==> src/rtl/core/utopg_pkg.sv <==
package utopg_pkg;

    // frame layout
    localparam int DATA_BITS   = 8;
    localparam int GUARD_BITS  = 6;
    localparam int POS_W       = 5;
    localparam int BIT_TICKS_W = 16;

    localparam logic [POS_W-1:0] POS_IDLE       = POS_W'(0);
    localparam logic [POS_W-1:0] POS_START      = POS_W'(1);
    localparam logic [POS_W-1:0] POS_DATA_FIRST = POS_W'(2);
    localparam logic [POS_W-1:0] POS_DATA_LAST  = POS_W'(DATA_BITS + 1);
    localparam logic [POS_W-1:0] POS_PARITY     = POS_W'(DATA_BITS + 2);
    localparam logic [POS_W-1:0] POS_LAST       = POS_W'(DATA_BITS + 2 + GUARD_BITS);

    localparam logic [BIT_TICKS_W-1:0] BIT_TICKS_RESET = BIT_TICKS_W'(104);

    // register map (word index)
    localparam logic REG_BIT_TICKS = 1'b0;

    typedef struct packed {
        logic                 send_request;
        logic [DATA_BITS-1:0] tx_byte;
    } in_t;

    typedef struct packed {
        logic line_level;
        logic busy_res;
        logic accepted;
    } out_t;

endpackage

==> src/rtl/core/utopg_core.sv <==
module utopg_core #(
    parameter int TICK_COUNT_WIDTH = 16
) (
    input  logic                                aclk,
    input  logic                                aresetn,
    input  logic                                accept,
    input  utopg_pkg::in_t                      req,
    input  logic [utopg_pkg::BIT_TICKS_W-1:0]   bit_ticks,
    output utopg_pkg::out_t                     res
);

    // compare width: holds both the bit time and 2^TICK_COUNT_WIDTH
    localparam int CW = (TICK_COUNT_WIDTH + 1 > utopg_pkg::BIT_TICKS_W + 1) ?
                        TICK_COUNT_WIDTH + 1 : utopg_pkg::BIT_TICKS_W + 1;

    logic [utopg_pkg::POS_W-1:0]     pos_reg,   pos_next;
    logic [TICK_COUNT_WIDTH-1:0]     tick_reg,  tick_next;
    logic [utopg_pkg::DATA_BITS-1:0] shift_reg, shift_next;
    logic                            par_reg,   par_next;
    logic                            line_reg,  line_next;
    logic                            acc;

    logic [CW-1:0] bt_ext;
    logic [CW-1:0] limit;
    logic [CW-1:0] eff;
    logic [CW-1:0] nxt;
    logic          bit_done;

    assign bt_ext   = CW'(bit_ticks);
    assign limit    = CW'(1) << TICK_COUNT_WIDTH;
    assign eff      = (bt_ext == '0) ? CW'(1) : ((bt_ext > limit) ? limit : bt_ext);
    assign nxt      = CW'(tick_reg) + CW'(1);
    assign bit_done = (nxt >= eff);

    always_comb begin
        pos_next   = pos_reg;
        tick_next  = tick_reg;
        shift_next = shift_reg;
        par_next   = par_reg;
        line_next  = line_reg;
        acc        = 1'b0;

        // advance the frame in progress
        if (pos_reg != utopg_pkg::POS_IDLE) begin
            if (bit_done) begin
                tick_next = '0;
                if (pos_reg >= utopg_pkg::POS_LAST) begin
                    pos_next  = utopg_pkg::POS_IDLE;
                    line_next = 1'b1;
                end else begin
                    pos_next = pos_reg + utopg_pkg::POS_W'(1);
                    if (pos_next >= utopg_pkg::POS_DATA_FIRST &&
                        pos_next <= utopg_pkg::POS_DATA_LAST) begin
                        line_next  = shift_reg[0];
                        par_next   = par_reg ^ shift_reg[0];
                        shift_next = shift_reg >> 1;
                    end else if (pos_next == utopg_pkg::POS_PARITY) begin
                        line_next = par_reg;
                    end else begin
                        line_next = 1'b1;
                    end
                end
            end else begin
                tick_next = nxt[TICK_COUNT_WIDTH-1:0];
            end
        end

        // start a new frame when idle (also on the tick the guard gap ends)
        if (pos_next == utopg_pkg::POS_IDLE && req.send_request) begin
            acc        = 1'b1;
            shift_next = req.tx_byte;
            par_next   = 1'b1;
            tick_next  = '0;
            pos_next   = utopg_pkg::POS_START;
            line_next  = 1'b0;
        end
    end

    assign res.line_level = line_next;
    assign res.busy_res   = (pos_next != utopg_pkg::POS_IDLE);
    assign res.accepted   = acc;

    always_ff @(posedge aclk) begin
        if (!aresetn) begin
            pos_reg   <= utopg_pkg::POS_IDLE;
            tick_reg  <= '0;
            shift_reg <= '0;
            par_reg   <= 1'b1;
            line_reg  <= 1'b1;
        end else if (accept) begin
            pos_reg   <= pos_next;
            tick_reg  <= tick_next;
            shift_reg <= shift_next;
            par_reg   <= par_next;
            line_reg  <= line_next;
        end
    end

endmodule

==> src/rtl/core/utopg_obuf.sv <==
module utopg_obuf (
    input  logic            aclk,
    input  logic            aresetn,
    input  logic            push,
    input  utopg_pkg::out_t push_data,
    output logic            full,
    output logic            m_valid,
    input  logic            m_ready,
    output utopg_pkg::out_t m_data
);

    // two-entry output buffer, head is presented
    logic [1:0]      count_reg, count_next;
    utopg_pkg::out_t head_reg,  head_next;
    utopg_pkg::out_t tail_reg,  tail_next;
    logic            pop;

    assign pop     = m_valid && m_ready;
    assign full    = (count_reg == 2'd2);
    assign m_valid = (count_reg != 2'd0);
    assign m_data  = head_reg;

    always_comb begin
        count_next = count_reg;
        head_next  = head_reg;
        tail_next  = tail_reg;
        case ({push, pop})
            2'b11: begin
                if (count_reg == 2'd1) begin
                    head_next = push_data;
                end else begin
                    head_next = tail_reg;
                    tail_next = push_data;
                end
            end
            2'b10: begin
                count_next = count_reg + 2'd1;
                if (count_reg == 2'd0) begin
                    head_next = push_data;
                end else begin
                    tail_next = push_data;
                end
            end
            2'b01: begin
                count_next = count_reg - 2'd1;
                head_next  = tail_reg;
            end
            default: begin
                count_next = count_reg;
            end
        endcase
    end

    always_ff @(posedge aclk) begin
        if (!aresetn) begin
            count_reg <= 2'd0;
        end else begin
            count_reg <= count_next;
        end
        head_reg <= head_next;
        tail_reg <= tail_next;
    end

endmodule

==> src/rtl/core/uart_tx_odd_parity_guard.sv <==
// channel   | ports                          | payload
// ----------+--------------------------------+-------------------------------------
// request   | s_valid / s_ready / s_data     | send_request, tx_byte (one tick each)
// result    | m_valid / m_ready / m_data     | line_level, busy_res, accepted
// config    | psel penable pwrite paddr ...  | bit_ticks at byte address 0
//
// one request per clock while the buffer has room: the frame state advances in
// the cycle a request is taken; its result enters a two-entry buffer at that edge
// s_ready depends only on the buffer fill, so a stalled consumer lets two results
// queue before requests are held off
// synchronous active-low reset: line idle high, frame idle, bit_ticks back to 104
module uart_tx_odd_parity_guard #(
    parameter int TICK_COUNT_WIDTH = 16
) (
    input  logic            aclk,
    input  logic            aresetn,
    // request channel
    input  logic            s_valid,
    output logic            s_ready,
    input  utopg_pkg::in_t  s_data,
    // result channel
    output logic            m_valid,
    input  logic            m_ready,
    output utopg_pkg::out_t m_data,
    // configuration port
    input  logic            psel,
    input  logic            penable,
    input  logic            pwrite,
    input  logic [2:0]      paddr,
    input  logic [31:0]     pwdata,
    output logic [31:0]     prdata,
    output logic            pready
);

    logic [utopg_pkg::BIT_TICKS_W-1:0] bit_ticks_reg;
    logic                              cfg_wr;
    logic                              accept;
    logic                              buf_full;
    utopg_pkg::out_t                   res;

    // apb: no wait states, word index taken from paddr[2]
    assign pready = 1'b1;
    assign cfg_wr = psel && penable && pwrite && pready &&
                    (paddr[2] == utopg_pkg::REG_BIT_TICKS);
    assign prdata = (paddr[2] == utopg_pkg::REG_BIT_TICKS) ?
                    32'(bit_ticks_reg) : 32'd0;

    always_ff @(posedge aclk) begin
        if (!aresetn) begin
            bit_ticks_reg <= utopg_pkg::BIT_TICKS_RESET;
        end else if (cfg_wr) begin
            bit_ticks_reg <= pwdata[utopg_pkg::BIT_TICKS_W-1:0];
        end
    end

    // request taken whenever the output buffer has room
    assign s_ready = !buf_full;
    assign accept  = s_valid && s_ready;

    // frame sequencer: bit position, tick counter, shifter, parity
    utopg_core #(
        .TICK_COUNT_WIDTH(TICK_COUNT_WIDTH)
    ) u_core (
        .aclk      (aclk),
        .aresetn   (aresetn),
        .accept    (accept),
        .req       (s_data),
        .bit_ticks (bit_ticks_reg),
        .res       (res)
    );

    // result buffer decouples the consumer from the tick stream
    utopg_obuf u_obuf (
        .aclk      (aclk),
        .aresetn   (aresetn),
        .push      (accept),
        .push_data (res),
        .full      (buf_full),
        .m_valid   (m_valid),
        .m_ready   (m_ready),
        .m_data    (m_data)
    );

endmodule

==> config.mk <==
export PLATFORM = sky130hd
export DESIGN_NAME = uart_tx_odd_parity_guard
export DESIGN_NICKNAME = d
export VERILOG_FILES = /design/src/rtl/core/utopg_pkg.sv /design/src/rtl/core/utopg_core.sv /design/src/rtl/core/utopg_obuf.sv /design/src/rtl/core/uart_tx_odd_parity_guard.sv
export SDC_FILE = /design/constraint.sdc
export NUM_CORES = 1
export LEC_CHECK = 0
export ABC_AREA = 1
export BUFFER_PORTS_ARGS = -buffer_cell sky130_fd_sc_hd__buf_2
export CAP_MARGIN = 0
export CORE_MARGIN = 4
export CORE_UTILIZATION = 50
export CTS_BUF_LIST = sky130_fd_sc_hd__clkbuf_16
export DETAILED_ROUTE_END_ITERATION = 10
export PLACE_DENSITY = 0.72
export SLEW_MARGIN = 20
export SYNTH_ARGS = -nofsm -noshare
export SYNTH_HDL_FRONTEND = slang
export SYNTH_SLANG_ARGS = --single-unit
==> constraint.sdc <==
create_clock -name aclk -period 4.6 [get_ports aclk]
set_input_delay 0.46 -clock aclk [delete_from_list [all_inputs] [get_ports aclk]]
set_output_delay 0.46 -clock aclk [all_outputs]
set_load 0.01 [all_outputs]
==> results of run 1 <==
## worst max-delay path by stage
| stage | start | end | slack [ns] |
|---|---|---|---|
| CTS | u_core.tick_reg[0]$_SDFFE_PN0P_ | u_core.shift_reg[1]$_SDFFE_PN0P_ | 0.38 |
| global placement | u_core.tick_reg[0]$_SDFFE_PN0P_ | u_obuf.m_data[0]$_DFFE_PP_ | 0.49 |
| finish | u_core.tick_reg[0]$_SDFFE_PN0P_ | u_obuf.m_data[0]$_DFFE_PP_ | 0.53 |
| floorplan | u_core.tick_reg[0]$_SDFFE_PN0P_ | u_obuf.m_data[2]$_DFFE_PP_ | 1.06 |
| global route | u_core.tick_reg[0]$_SDFFE_PN0P_ | u_obuf.m_data[0]$_DFFE_PP_ | 0.02 |
| detailed placement | u_core.tick_reg[0]$_SDFFE_PN0P_ | u_core.shift_reg[1]$_SDFFE_PN0P_ | 0.42 |
## per-stage QoR
stage               cells  hold slack [ns]  power [uW]
detailed placement    750            0.452        2780
global placement      750            0.452        2710
finish                758            0.385        3140
CTS                   758            0.382        3160
floorplan             626            0.439        2400
global route          758            0.388        3490
## cell usage after synthesis
cell,instances,area (sq um)
buf_4,18,135
nand2_2,4,25.0
and3_1,2,12.5
nand3_4,3,52.6
a21oi_1,27,135
and2_1,1,6.26
nand4_1,16,100
a21o_1,1,7.51
o211ai_1,4,30.0
xnor2_1,4,35.0
nor2_4,2,22.5
nand2_4,1,11.3
nand2_1,151,567
nor4_1,1,6.26
buf_6,6,67.6
o21ai_1,2,10.0
nand3_2,2,20.0
inv_2,2,7.51
conb_1,2,7.51
nor2_2,3,18.8
clkbuf_1,12,45.0
buf_1,2,7.51
o21bai_2,1,11.3
xor2_1,12,105
o21ai_0,22,110
ha_1,26,325
inv_1,83,312
o41ai_1,1,8.76
dfxtp_1,49,981
nand3_1,35,175
nor2_1,100,375
edfxtp_1,6,180
a21oi_4,1,16.3
or3_1,1,6.26
clkinv_1,2,7.51
nor3_1,6,30.0
## where the power goes
group / total, uW / switching, uW / internal [uW] / leakage (uW)
logic: 1980 / 1270 / 709 / 0.00176
registers: 790 / 132 / 658 / 0.000459
clock network: 373 / 174 / 199 / 0.0000676
## cells by family after synthesis
kind of cell               Yosys count  share of synthesized area, %
buffers and inverters              125                          14.6
and+or+nand+nor                    328                          36.0
DFF                                 55                          29.2
other                                2                         0.189
adders and majority gates           26                          8.19
xor gates and xnor gates            16                          3.53
AOI/OAI and AO/OA                   59                          8.28
## area by class of cell
class | instances | area (sq um)
inverter | 87 | 327
clock buffer | 5 | 125
multi-input combinational | 446 | 2290
fill | 771 | 3340
sequential | 55 | 1160
tap | 102 | 128
timing repair buffer | 60 | 343
clock inverter | 3 | 15.0
## timing repair
action,CTS,global route
hold buffers,0,0
endpoints found under the hold margin,0,0
setup endpoints to repair,0,9
gates resized for setup,0,1
## critical path: cells and delay by family (launching register included)
family	cells	cell delay [ns]
xor gates and xnor gates	1	0.23
and+or+nand+nor	22	2.40
DFF	1	0.42
adders and majority gates	1	0.28
buffers and inverters	4	0.50
## routing by layer
layer,part of all wire [%],wire length (um),vias up
met5,0,0,-
met4,1.2,108,0
met3,4.5,393,9
met2,50,4350,66
met1,44,3870,1675
li1,-,-,1965
==> run metrics, run 1 <==
status complete, no violations; Worst Slack Setup Final 0.530 ns; total number of vias 3715; sequential area share after synthesis between 20% and 30%; Skew-Pair Late Insertion Delay 0.29 ns; global-route wire length before repair 15.2 mm; commonest cells after routing, fill and taps aside nand2_1, nor2_1, inv_1, buf_2, dfxtp_1; synthesized instance count approximately 610; Final nets roughly 730; worst hold stages 3; actual slew at the worst max-slew pin approximately 0.82 ns; PD cells 715 nW/um^2; final max-slew violation count 0; Diodes inserted 0; PortBufs 53; DRC errors left 0; Clock Skew between 0.004 and 0.005 ns; slowest stage cell, crit path dfxtp_1; sink of the worst hold path bit_ticks_reg[3]$_SDFFE_PN1P_; Worst R2R Start u_core.tick_reg[0]$_SDFFE_PN0P_; Max-Cap Viols 0; crit share post-route 88.5%; Post-DP Area 4250 sq um; Total Die Area 9440 sq um; pre-CTS WS 0.424 ns; drt pass-1 iters 4; total negative setup slack 0 ns; total grt overflow 0; YS warnings 0; WP data arrival around 4 ns; vias per cell 4.90; placeable core area 7730 sq um; Chip Width about 97 um; number of global-route vias before repair 3554; RSZ-0062 raised after global routing false; commonest non-fill, non-tap cell in the layout nand2_1; row count 32; Die Span Y 97.2 um; Finished Cell Area 4390 sq um; critical path peak fanout 10; wirelength, routed 8.73 mm; CTS tree done; DRT iter0 DRCs 174; grt met3 use under 10%; H-tree depth 2; initial antenna violation count 0; FF+latch count, synth 55; endpoints failing setup 0; Distinct cells, synth 36; Avg WL per Cell around 12 um; min-delay worst type input port to flip-flop; DRT antenna net count 0; syn avg cell area 6.50 sq um; CP Launch Type flip-flop; total CTS buffers 5; Slew Limit Headroom 45.3%; layout cells sized above 1 13.3%; slowest cell delay on critical path ~0.42 ns; R2R depth 28; Root Driver clkbuf_16; I/O Pins a little under 90; grt met2 use 34.4%; Min-Delay Startpoint pwdata[3]; max frequency between 200 and 250 MHz; Finished Core Util 56.8%; post-CTS setup buffers 0; largest net degree at the start of global routing 46; most used cell, CP nand2_1; GR Util All Layers 18.9%; Cell Area, Synth 3970 sq um; crit path capture type flip-flop; CTS sink cnt 55; WS Path Type flip-flop to flip-flop; clock buffer depth 2; Final Hold Vio Count 0; Worst EP required 4.65 ns; min Tclk post-route 4.07 ns; Area Growth Syn to Fin 10.5%; met1 usage 22.6%; Reg clk slew, reported paths roughly 0.07 ns; Peak VDD IR 0.000571 V; RR Endpoint u_obuf.m_data[0]$_DFFE_PP_; r2r setup slk 0.53 ns; most utilized layer in the global route result met2; leakage 0.00228 uW; initial core utilization 51.4%; DP HPWL 6.59 mm; GPL Wtd Cong ~0.85
No activity file was read; power rests on OpenSTA's default activity.
==> run 2: changes to the inputs <==
Settings changed: ABC_AREA 1 to unset.
Clock period 4.6 ns to 3.9 ns, I/O delays scaled along.
==> run metrics, run 2 <==
GPL Wtd Cong between 0.8 and 0.9; Reg clk slew, reported paths approximately 0.070 ns; PD cells ~370 nW/um^2; total negative setup slack 0 ns; r2r setup slk 0.22 ns; total CTS buffers 5; Area Growth Syn to Fin 12.6%; WS Path Type flip-flop to flip-flop; Worst EP required 4.12 ns; hold buffers post-CTS 0; worst hold stages 3; drt pass-1 iters 4; DP HPWL 6.04 mm; Yosys top cell area share between 20% and 30%; sequential area share after synthesis 31.8%; clock buffer depth 2; placed insts 588; CP Launch Type flip-flop; Synth area leaders dfxtp_1, ha_1, nand2_1; actual slew at the worst max-slew pin about 0.8 ns; CTS tree done; Async SR Flop Fraction 0%; CTS sink cnt 55; crit share post-route 94.4%; worst-path cell chain ha_2 -> and3_1 -> nand3_1 -> xnor2_1 -> ha_1 -> nand4_1 -> inv_1 -> a2111oi_4 -> o2111a_2 -> mux2i_4 -> inv_2 -> buf_4 -> o21a_4 -> o21ai_1; syn avg cell area about 8 sq um; I/O Pins a little under 90; FF+latch count, synth 55; slowest cell delay on critical path 0.38 ns; Slew Limit Headroom 48.0%; sink of the worst hold path bit_ticks_reg[3]$_SDFFE_PN1P_; leakage 0.00177 uW; Worst Slack Setup Final 0.217 ns; vias per cell 5.36; Clock Skew about 0.0065 ns; min Tclk post-route 3.68 ns; critical path peak fanout 11; Worst R2R Start u_core.tick_reg[1]$_SDFFE_PN0P_; Finished Cell Area 4120 sq um; DRT antenna net count 0; global-route wire length before repair 13.7 mm; total grt overflow 0; initial core utilization 52.6%; DRC errors left 0; YS warnings 0; Distinct cells, synth 62; Max-Cap Viols 0; Cell Area, Synth approximately 3700 sq um; Diodes inserted 0; layout cells sized above 1 17.1%; initial antenna violation count 0; EDFF count, synth 6; synthesized instance count 456; Post-DP Area ~4000 sq um; Avg WL per Cell 13.5 um; crit path capture type flip-flop; Total Die Area 8740 sq um; dominant synthesized flop cell dfxtp_1; Post-synth top cells nand2_1, dfxtp_1, nor2_1, ha_1, inv_1; Pwr Total 1520 uW; commonest non-fill, non-tap cell in the layout nand2_1; number of global-route vias before repair approximately 3.0k; Peak VDD IR 0.000158 V; H-tree depth 2; Chip Width 93.5 um; PortBufs 53; slowest stage cell, crit path dfxtp_1; final max-slew violation count 0; Yosys top cell by area dfxtp_1; Final nets approximately 580; placeable core area 6940 sq um; Root Driver clkbuf_16; WP data arrival 3.91 ns; Finished Layout Cells approximately 600; largest net degree at the start of global routing 48; DRT iter0 DRCs 143; pre-CTS WS -0.0133 ns; commonest cells after routing, fill and taps aside nand2_1, buf_2, dfxtp_1, nor2_1, inv_1; row count 30; max frequency around 270 MHz; endpoints failing setup 0; R2R depth 14; top-count cell post-synth nand2_1; wirelength, routed 8.11 mm; Skew-Pair Late Insertion Delay 0.29 ns; status complete, no violations; min-delay worst type input port to flip-flop; GR Util All Layers between 10% and 20%; RR Endpoint u_core.shift_reg[7]$_SDFFE_PN0P_; Die Span Y 93.5 um; Final Hold Vio Count 0; total number of vias around 3.2k; Min-Delay Startpoint pwdata[3]
run 2: cell count changes after synthesis, moves of 8 or more:
cell / change
nor2_1: -68
o21ai_1: +17
a21oi_1: -14
inv_1: -57
nand2_1: -83
nand4_1: -10
a32oi_1: +8
a21boi_0: +15
o31ai_1: +10
nand3_1: -16
o21ai_0: -14
run 2: logic make-up (layout without fill, tap and decap cells):
logic type,Yosys count,after routing,share of synthesized area [%]
xor+xnor,19,19,4.55
fa+ha+maj,26,26,8.90
mux,3,3,1.16
buf+inv,67,99,9.31
simple gates,176,176,23.4
flops,55,55,31.8
compound gates,108,108,20.7
other cells,2,17,0.205
run 2: cell type report:
| class | instances | area [sq um] |
|---|---|---|
| fill | 650 | 2830 |
| multi-input combinational | 349 | 2250 |
| sequential | 55 | 1160 |
| timing repair buffer | 64 | 348 |
| clock buffer | 5 | 125 |
| tap | 96 | 120 |
| inverter | 27 | 101 |
| clock inverter | 3 | 11.3 |
run 2: layer usage:
metal	GRT usage (%)	wire, um	vias to the layer above	share of wire [%]
li1	-	-	1662	-
met2	29.9	3610	70	44
met1	26.9	4040	1473	50
met4	5.37	101	0	1.2
met5	0	0	-	0
met3	3.06	355	7	4.4
run 2: where the power goes:
part | internal, uW | leakage [uW] | total [uW] | switching (uW)
clock | 232 | 0.0000701 | 430 | 198
sequential | 642 | 0.000455 | 671 | 28.6
combinational | 170 | 0.00125 | 417 | 248
total | 1040 | 0.00177 | 1520 | 475
run 2: worst max path at each step:
stage | start | endpoint | slack, ns | depth (start not counted)
final | u_core.tick_reg[1]$_SDFFE_PN0P_ | u_core.shift_reg[7]$_SDFFE_PN0P_ | 0.22 | 14
after global routing | u_core.tick_reg[1]$_SDFFE_PN0P_ | u_core.par_reg$_SDFFE_PN1P_ | -0.01 | 16
after CTS | u_core.tick_reg[0]$_SDFFE_PN0P_ | u_core.shift_reg[3]$_SDFFE_PN0P_ | 0.06 | 16
after detailed placement | u_core.tick_reg[0]$_SDFFE_PN0P_ | u_core.par_reg$_SDFFE_PN1P_ | -0.01 | 16
after global placement | u_core.tick_reg[0]$_SDFFE_PN0P_ | u_core.shift_reg[3]$_SDFFE_PN0P_ | 0.13 | 15
after floorplan | u_core.tick_reg[0]$_SDFFE_PN0P_ | u_obuf.m_data[0]$_DFFE_PP_ | 0.32 | 16
run 2: worst max-delay path: cells and delay by family, from the launching register on:
family                   cells  cell delay [ns]
AO/OA/AOI/OAI                4             1.10
AND/OR/NAND/NOR              3             0.61
buffers and inverters        3             0.37
XOR/XNOR                     1             0.30
flip-flops                   1             0.38
adder cells (fa/ha/maj)      2             0.55
multiplexers                 1             0.28
run 2: what timing repair did:
action / CTS / global route
resized for setup: 1 / 6
buffers inserted: 0 / 3
gates cloned: 0 / 0
endpoints found under the setup margin: 9 / 14
pin swaps: 0 / 2
run 2: per-stage QoR:
| step | utilization [%] | hold WS (ns) |
|---|---|---|
| after global placement | 56.4 | 0.435 |
| after detailed placement | 56.4 | 0.443 |
| after CTS | 58.5 | 0.318 |
| after floorplan | - | 0.428 |
| final | 59.3 | 0.321 |
| after global routing | 59.3 | 0.341 |
